`src/rtl/imt_pkg.sv`:
```
// ----------------------------------------------------------------------------
// imt_pkg
// Shared widths, constants, microcode and lookup tables of the motion tracker.
// ----------------------------------------------------------------------------
package imt_pkg;

  localparam int ACC_W      = 48;
  localparam int OUT_W      = 48;
  localparam int MS_W       = 16;
  localparam int ACL_W      = 16;
  localparam int HEAD_W     = 13;
  localparam int YAW_W      = 13;
  localparam int THR_W      = 15;
  localparam int DEB_W      = 16;
  localparam int TMR_W      = 17;
  localparam int STR_W      = 7;
  localparam int PC_W       = 3;
  localparam int CFG_IDX_W  = 2;
  localparam int CFG_DATA_W = 16;

  localparam int HEAD_FULL  = 5760;
  localparam int HEAD_HALF  = 2880;

  // strength: min(127, (excess/100)*127/20) saturates once excess reaches 2000
  localparam int EXC_BIG    = 2000;
  localparam int EXC_W      = 11;
  localparam int RECIP      = 1311;
  localparam int RECIP_W    = 11;
  localparam int RECIP_SH   = 17;
  localparam int Q_W        = 5;
  localparam logic [STR_W-1:0] STR_MAX = '1;

  localparam logic signed [ACC_W-1:0] ACC_MAX = {1'b0, {(ACC_W-1){1'b1}}};
  localparam logic signed [ACC_W-1:0] ACC_MIN = {1'b1, {(ACC_W-1){1'b0}}};

  localparam logic [CFG_IDX_W-1:0] CFG_HEADING_OFFSET = 2'd0;
  localparam logic [CFG_IDX_W-1:0] CFG_HIT_THRESHOLD  = 2'd1;
  localparam logic [CFG_IDX_W-1:0] CFG_DEBOUNCE_MS    = 2'd2;

  typedef enum logic [2:0] {
    MS_AX, MS_AY, MS_AZ, MS_VX, MS_VY, MS_VZ
  } mul_src_e;

  typedef enum logic [2:0] {
    AD_VX, AD_VY, AD_VZ, AD_PX, AD_PY, AD_PZ
  } add_dst_e;

  typedef enum logic [1:0] {
    JC_NEVER, JC_NO_INPUT, JC_OUT_BUSY
  } jmp_cond_e;

  typedef struct packed {
    logic             take_in;
    logic             mul_en;
    mul_src_e         mul_src;
    logic             add_en;
    add_dst_e         add_dst;
    logic             emit;
    jmp_cond_e        jcond;
    logic [PC_W-1:0]  jtarget;
  } cword_t;

  typedef struct packed {
    cword_t cw;
    logic   go;
  } ctrl_t;

  typedef struct packed {
    logic in_valid;
    logic out_busy;
  } seq_stat_t;

  function automatic cword_t ucode(input logic [PC_W-1:0] pc);
    cword_t w;
    w = '{take_in: 1'b0, mul_en: 1'b0, mul_src: MS_AX, add_en: 1'b0, add_dst: AD_VX,
          emit: 1'b0, jcond: JC_NEVER, jtarget: '0};
    unique case (pc)
      3'd0: begin
        w.take_in = 1'b1;
        w.jcond   = JC_NO_INPUT;
        w.jtarget = 3'd0;
      end
      3'd1: begin
        w.mul_en  = 1'b1;
        w.mul_src = MS_AX;
      end
      3'd2: begin
        w.mul_en  = 1'b1;
        w.mul_src = MS_AY;
        w.add_en  = 1'b1;
        w.add_dst = AD_VX;
      end
      3'd3: begin
        w.mul_en  = 1'b1;
        w.mul_src = MS_AZ;
        w.add_en  = 1'b1;
        w.add_dst = AD_VY;
      end
      3'd4: begin
        w.mul_en  = 1'b1;
        w.mul_src = MS_VX;
        w.add_en  = 1'b1;
        w.add_dst = AD_VZ;
      end
      3'd5: begin
        w.mul_en  = 1'b1;
        w.mul_src = MS_VY;
        w.add_en  = 1'b1;
        w.add_dst = AD_PX;
      end
      3'd6: begin
        w.mul_en  = 1'b1;
        w.mul_src = MS_VZ;
        w.add_en  = 1'b1;
        w.add_dst = AD_PY;
      end
      3'd7: begin
        w.add_en  = 1'b1;
        w.add_dst = AD_PZ;
        w.emit    = 1'b1;
        w.jcond   = JC_OUT_BUSY;
        w.jtarget = 3'd7;
      end
      default: begin
        w.jcond = JC_NEVER;
      end
    endcase
    return w;
  endfunction

  // q*127/20 for q below 20
  function automatic logic [STR_W-1:0] str_lut(input logic [Q_W-1:0] q);
    logic [STR_W-1:0] s;
    unique case (q)
      5'd0:    s = 7'd0;
      5'd1:    s = 7'd6;
      5'd2:    s = 7'd12;
      5'd3:    s = 7'd19;
      5'd4:    s = 7'd25;
      5'd5:    s = 7'd31;
      5'd6:    s = 7'd38;
      5'd7:    s = 7'd44;
      5'd8:    s = 7'd50;
      5'd9:    s = 7'd57;
      5'd10:   s = 7'd63;
      5'd11:   s = 7'd69;
      5'd12:   s = 7'd76;
      5'd13:   s = 7'd82;
      5'd14:   s = 7'd88;
      5'd15:   s = 7'd95;
      5'd16:   s = 7'd101;
      5'd17:   s = 7'd107;
      5'd18:   s = 7'd114;
      5'd19:   s = 7'd120;
      default: s = STR_MAX;
    endcase
    return s;
  endfunction

endpackage

```
`src/rtl/imt_seq.sv`:
```
// ----------------------------------------------------------------------------
// imt_seq
// Step counter and control store; conditional jumps hold a step.
// ----------------------------------------------------------------------------
module imt_seq (
  input  logic               clk_i,
  input  logic               rst_ni,
  input  imt_pkg::seq_stat_t stat_i,
  output imt_pkg::ctrl_t     ctrl_o
);
  import imt_pkg::*;

  logic [PC_W-1:0] pc_q, pc_d;
  cword_t          cw;
  logic            jmp;

  always_comb begin
    cw = ucode(pc_q);
    unique case (cw.jcond)
      JC_NEVER:    jmp = 1'b0;
      JC_NO_INPUT: jmp = !stat_i.in_valid;
      JC_OUT_BUSY: jmp = stat_i.out_busy;
      default:     jmp = 1'b0;
    endcase
    pc_d = jmp ? cw.jtarget : pc_q + 1'b1;
  end

  assign ctrl_o.cw = cw;
  assign ctrl_o.go = !jmp;

  always_ff @(posedge clk_i or negedge rst_ni) begin
    if (!rst_ni) begin
      pc_q <= '0;
    end else begin
      pc_q <= pc_d;
    end
  end

endmodule

```
`config.mk`:
```
export PLATFORM = sky130hd
export DESIGN_NAME = imt_seq
export DESIGN_NICKNAME = d
export VERILOG_FILES = /design/src/rtl/imt_pkg.sv /design/src/rtl/imt_seq.sv
export SDC_FILE = /design/constraint.sdc
export NUM_CORES = 1
export LEC_CHECK = 0
export BUFFER_PORTS_ARGS = -buffer_cell sky130_fd_sc_hd__buf_2
export CAP_MARGIN = 20
export CELL_PAD_IN_SITES_DETAIL_PLACEMENT = 0
export CELL_PAD_IN_SITES_GLOBAL_PLACEMENT = 1
export CORE_MARGIN = 2
export CORE_UTILIZATION = 24
export CTS_CLUSTER_DIAMETER = 100
export DETAILED_ROUTE_END_ITERATION = 12
export HOLD_SLACK_MARGIN = 0.08
export PLACE_DENSITY = 0.68
export SETUP_SLACK_MARGIN = 0.15
export SYNTH_ARGS = -nofsm -noshare
export SYNTH_HDL_FRONTEND = slang
export SYNTH_SLANG_ARGS = --single-unit
```
`constraint.sdc`:
```
create_clock -name clk_i -period 4.1 [get_ports clk_i]
set_input_delay 0.82 -clock clk_i [delete_from_list [all_inputs] [get_ports clk_i]]
set_output_delay 0.82 -clock clk_i [all_outputs]
set_load 0.05 [all_outputs]
```
==> metrics.txt <==
# TYPE chip_impl_metric gauge
chip_impl_metric{name="num_antenna_cells",unit=""} 0
chip_impl_metric{name="required_arrival_time_at_the_worst_endpoint",unit="ns"} 3.28
chip_impl_metric{name="placementRows",unit=""} 14
chip_impl_metric{name="final-setup-viol-count",unit=""} 0
chip_impl_metric{name="maxCapViolCount",unit=""} 0
chip_impl_metric{name="synth_top_area_share",unit="%"} 23.8
chip_impl_metric{name="timing.clock.skew",unit="ns"} 0.000528
chip_impl_metric{name="synth_cells",unit=""} 43
chip_impl_metric{name="antenna_violating_nets_post_route",unit=""} 0
chip_impl_metric{name="clockBufferDepth",unit=""} 2
chip_impl_metric{name="critical_path_peak_fanout",unit=""} 10
chip_impl_metric{name="route.detailed.wl_per_inst",unit="um"} 8.97
chip_impl_metric{name="global_route_wire_length_before_repair",unit="mm"} 1.19
chip_impl_metric{name="fp.dieW",unit="um"} 43.2
chip_impl_metric{name="antenna_violations_before_repair",unit=""} 0
chip_impl_info{name="outcome",value="finished, final reports clean"} 1
chip_impl_info{name="tritoncts",value="done"} 1
chip_impl_metric{name="number_of_library_cell_types_mapped_by_synthesis",unit=""} 18
chip_impl_metric{name="area.growth.synth_to_final",unit="%"} 30.3
chip_impl_metric{name="total_area_of_multi_input_combinational_cells",unit="um2"} 248
chip_impl_metric{name="seq_total_area_yosys",unit="%"} 20.4
chip_impl_info{name="startpoint_type",value="register"} 1
chip_impl_metric{name="port_buffers",unit=""} 19
chip_impl_info{name="critical_path.slowest_cell",value="sky130_fd_sc_hd__dfrtp_1"} 1
chip_impl_info{name="reg.largest.list",value="pc_q (3)"} 1
chip_impl_metric{name="cts_buffers",unit=""} 3
chip_impl_metric{name="avgSynthCellArea",unit="um2"} 8.55
chip_impl_info{name="synth_top_cells_by_area",value="sky130_fd_sc_hd__ha_1 (24%), sky130_fd_sc_hd__dfrtp_1 (20%), sky130_fd_sc_hd__buf_4 (8.2%), sky130_fd_sc_hd__a21oi_1 (5.4%), sky130_fd_sc_hd__a21o_2 (4.8%)"} 1
chip_impl_metric{name="grt_util_all_layers",unit="%"} 8.84
chip_impl_metric{name="number_of_flip_flops_under_the_largest_register_name",unit=""} 3
chip_impl_metric{name="mappedNetlistNets",unit=""} 54
chip_impl_metric{name="synth_compound_area_share",unit="%"} 23.5
chip_impl_metric{name="worst_pin_slew",unit="ns"} 0.273
chip_impl_metric{name="drive_above_1_share",unit="%"} 46.8
chip_impl_metric{name="max-slew-margin-rel",unit="%"} 81.8
chip_impl_info{name="cts.root.buffer_cell",value="sky130_fd_sc_hd__clkbuf_4"} 1
chip_impl_metric{name="drt_pre_antenna_iters",unit=""} 2
chip_impl_info{name="worstSetupEndpointType",value="output pin"} 1
chip_impl_metric{name="synth_fa_ha_area_share",unit="%"} 23.8
chip_impl_metric{name="xor_and_xnor_area_share_after_synthesis",unit="%"} 0
chip_impl_info{name="top_register",value="pc_q"} 1
chip_impl_metric{name="grt_start_max_net_pins",unit=""} 11
chip_impl_info{name="crit_chain",value="ha_1, ha_1, o21ai_0, a21boi_0, buf_2"} 1
chip_impl_metric{name="synth_area",unit="um2"} 368
chip_impl_metric{name="cts.reportedPaths.clkPinSlew",unit="ns"} 0.04
chip_impl_info{name="timing.critical_path.mode_cell",value="sky130_fd_sc_hd__ha_1"} 1
chip_impl_metric{name="fillCellCount",unit=""} 172
chip_impl_metric{name="post_synthesis_mux_area_share",unit="%"} 0
chip_impl_metric{name="drt-initial-drc-count",unit=""} 2
chip_impl_info{name="synth_top_family_by_area",value="adder cells"} 1
chip_impl_metric{name="numClockSinks",unit=""} 3
chip_impl_metric{name="max_freq",unit="GHz"} 0.381
chip_impl_metric{name="synth_seq_cells",unit=""} 3
chip_impl_metric{name="synth_warnings",unit=""} 0
chip_impl_metric{name="wl",unit="um"} 700
chip_impl_metric{name="detailroute.via_count",unit=""} 339
chip_impl_metric{name="start_util",unit="%"} 25.0
chip_impl_metric{name="arrival",unit="ns"} 1.81
chip_impl_metric{name="remaining_drc_errors",unit=""} 0
chip_impl_metric{name="finalHoldViolCount",unit=""} 0
chip_impl_metric{name="grt_pass1_vias",unit=""} 322
chip_impl_metric{name="final-max-slew-violation-count",unit=""} 0
chip_impl_metric{name="top_level_ports",unit=""} 20
chip_impl_info{name="critPathKind",value="register to output pin"} 1
chip_impl_info{name="critical_path.top_delay_family",value="adder cells"} 1
chip_impl_info{name="rsz0062_at_grt",value="no"} 1
chip_impl_metric{name="min_period_over_period",unit="%"} 64.0
chip_impl_metric{name="final-seq-area",unit="um2"} 75.1
chip_impl_metric{name="place.detailed.hpwl",unit="um"} 611
chip_impl_metric{name="design.die.area",unit="um2"} 1860
chip_impl_metric{name="yosys.area_share.simple",unit="%"} 20.1
chip_impl_metric{name="max_stage_delay",unit="ns"} 0.40
chip_impl_metric{name="post_cts_buffers",unit=""} 0
chip_impl_metric{name="fin_tns_setup",unit="ns"} 0
chip_impl_metric{name="final.min_clock_period",unit="ns"} 2.63
chip_impl_metric{name="globalRoute.totalOverflow",unit=""} 0
chip_impl_metric{name="cts_resized",unit=""} 0
chip_impl_metric{name="vias_per_cell",unit=""} 4.35
chip_impl_metric{name="postCtsHoldBufs",unit=""} 0
chip_impl_info{name="yosysTopAreaCell",value="sky130_fd_sc_hd__ha_1"} 1
chip_impl_metric{name="gp_congestion",unit=""} 0.665
chip_impl_metric{name="fin_nets",unit=""} 74
chip_impl_metric{name="die_height",unit="um"} 43.2
chip_impl_metric{name="cp_num_buf_inv",unit=""} 1
chip_impl_metric{name="floorplan.core_area",unit="um2"} 1470
chip_impl_metric{name="clock_network_latency_to_the_later_pin_of_the_worst_skew_pair",unit="ns"} 0.23
chip_impl_info{name="hold_path_class",value="input pin to async pin"} 1
chip_impl_metric{name="htree_levels",unit=""} 1
cell families after synthesis:
logic type | after synthesis
fa+ha+maj | 7
simple gates | 13
buf+inv | 8
flops | 3
compound gates | 12
layer usage:
layer	routed length [um]	share of wire (%)	GRT usage, %	vias up
met5	0	0	0	-
met4	0	0	7.27	0
met3	34	4.9	2.55	0
met2	395	56	15.8	8
met1	271	39	7.97	152
li1	-	-	-	179
worst register-to-register path: cells and delay by family (launching register included):
family,cells,cell delay [ns]
adder cells (fa/ha/maj),2,0.56
AO/OA/AOI/OAI,2,0.22
flip-flops,1,0.41
AND/OR/NAND/NOR,1,0.39
area by class of cell:
type / instances / share of cell area (%)
Clock buffer: 4 / 5.48
Inverter: 4 / 3.13
Multi-Input combinational cell: 32 / 51.7
Sequential cell: 3 / 15.7
Tap cell: 16 / 4.18
Timing Repair Buffer: 19 / 19.8
path summary, 6_finish.rpt:
| kind | start | end | slack (ns) | cells past startpoint |
|---|---|---|---|---|
| hold / removal | rst_ni | pc_q[0] | 0.38 | 1 |
| setup / recovery | pc_q[1] | ctrl_o[0] | 1.47 | 5 |
| max in group asynchronous | rst_ni | pc_q[1] | 3.62 | 1 |
| hold reg to reg | pc_q[0] | pc_q[0] | 0.51 | 1 |
| min in group clk_i | pc_q[0] | pc_q[0] | 0.51 | 1 |
| setup reg to reg | pc_q[1] | pc_q[1] | 2.40 | 5 |
synth_stat cells:
cell type / n
sky130_fd_sc_hd__a21boi_0: 2
sky130_fd_sc_hd__a21o_2: 2
sky130_fd_sc_hd__a21oi_1: 4
sky130_fd_sc_hd__and2_2: 1
sky130_fd_sc_hd__and2b_2: 2
sky130_fd_sc_hd__buf_4: 4
sky130_fd_sc_hd__dfrtp_1: 3
sky130_fd_sc_hd__ha_1: 7
sky130_fd_sc_hd__inv_1: 4
sky130_fd_sc_hd__nand2_1: 2
sky130_fd_sc_hd__nand2b_1: 1
sky130_fd_sc_hd__nand4_1: 1
sky130_fd_sc_hd__nor2_1: 4
sky130_fd_sc_hd__nor3_1: 1
sky130_fd_sc_hd__o21ai_0: 2
sky130_fd_sc_hd__o21bai_2: 1
sky130_fd_sc_hd__o22ai_2: 1
sky130_fd_sc_hd__or3b_1: 1
layout by cell type (no fill, tap or decap):
cell type	instances
sky130_fd_sc_hd__a21boi_0	2
sky130_fd_sc_hd__nand2_1	2
sky130_fd_sc_hd__and2_2	1
sky130_fd_sc_hd__nand2b_1	1
sky130_fd_sc_hd__nor2_1	4
sky130_fd_sc_hd__dfrtp_1	3
sky130_fd_sc_hd__clkbuf_4	3
sky130_fd_sc_hd__a21oi_1	4
sky130_fd_sc_hd__and2b_2	2
sky130_fd_sc_hd__nor3_1	1
sky130_fd_sc_hd__nand4_1	1
sky130_fd_sc_hd__o21ai_0	2
sky130_fd_sc_hd__ha_1	7
sky130_fd_sc_hd__clkbuf_1	1
sky130_fd_sc_hd__o21bai_2	1
sky130_fd_sc_hd__or3b_1	1
sky130_fd_sc_hd__o22ai_2	1
sky130_fd_sc_hd__inv_1	4
sky130_fd_sc_hd__a21o_2	2
sky130_fd_sc_hd__buf_2	19
metrics by stage:
stage / utilization [%] / setup WS [ns] / area (um2) / std cells / hold slack [ns]
floorplan: - / 0.713 / 368 / 43 / 0.475
global placement: 30.8 / 1.75 / 453 / 74 / 0.517
detailed placement: 30.8 / 1.70 / 453 / 74 / 0.508
CTS: 32.6 / 1.44 / 479 / 78 / 0.368
global route: 32.6 / 1.27 / 479 / 78 / 0.359
finish: 32.6 / 1.47 / 479 / 78 / 0.376
Power is not shown: default switching activity piles up to over one toggle a cycle in this logic, so the estimate is an artifact.
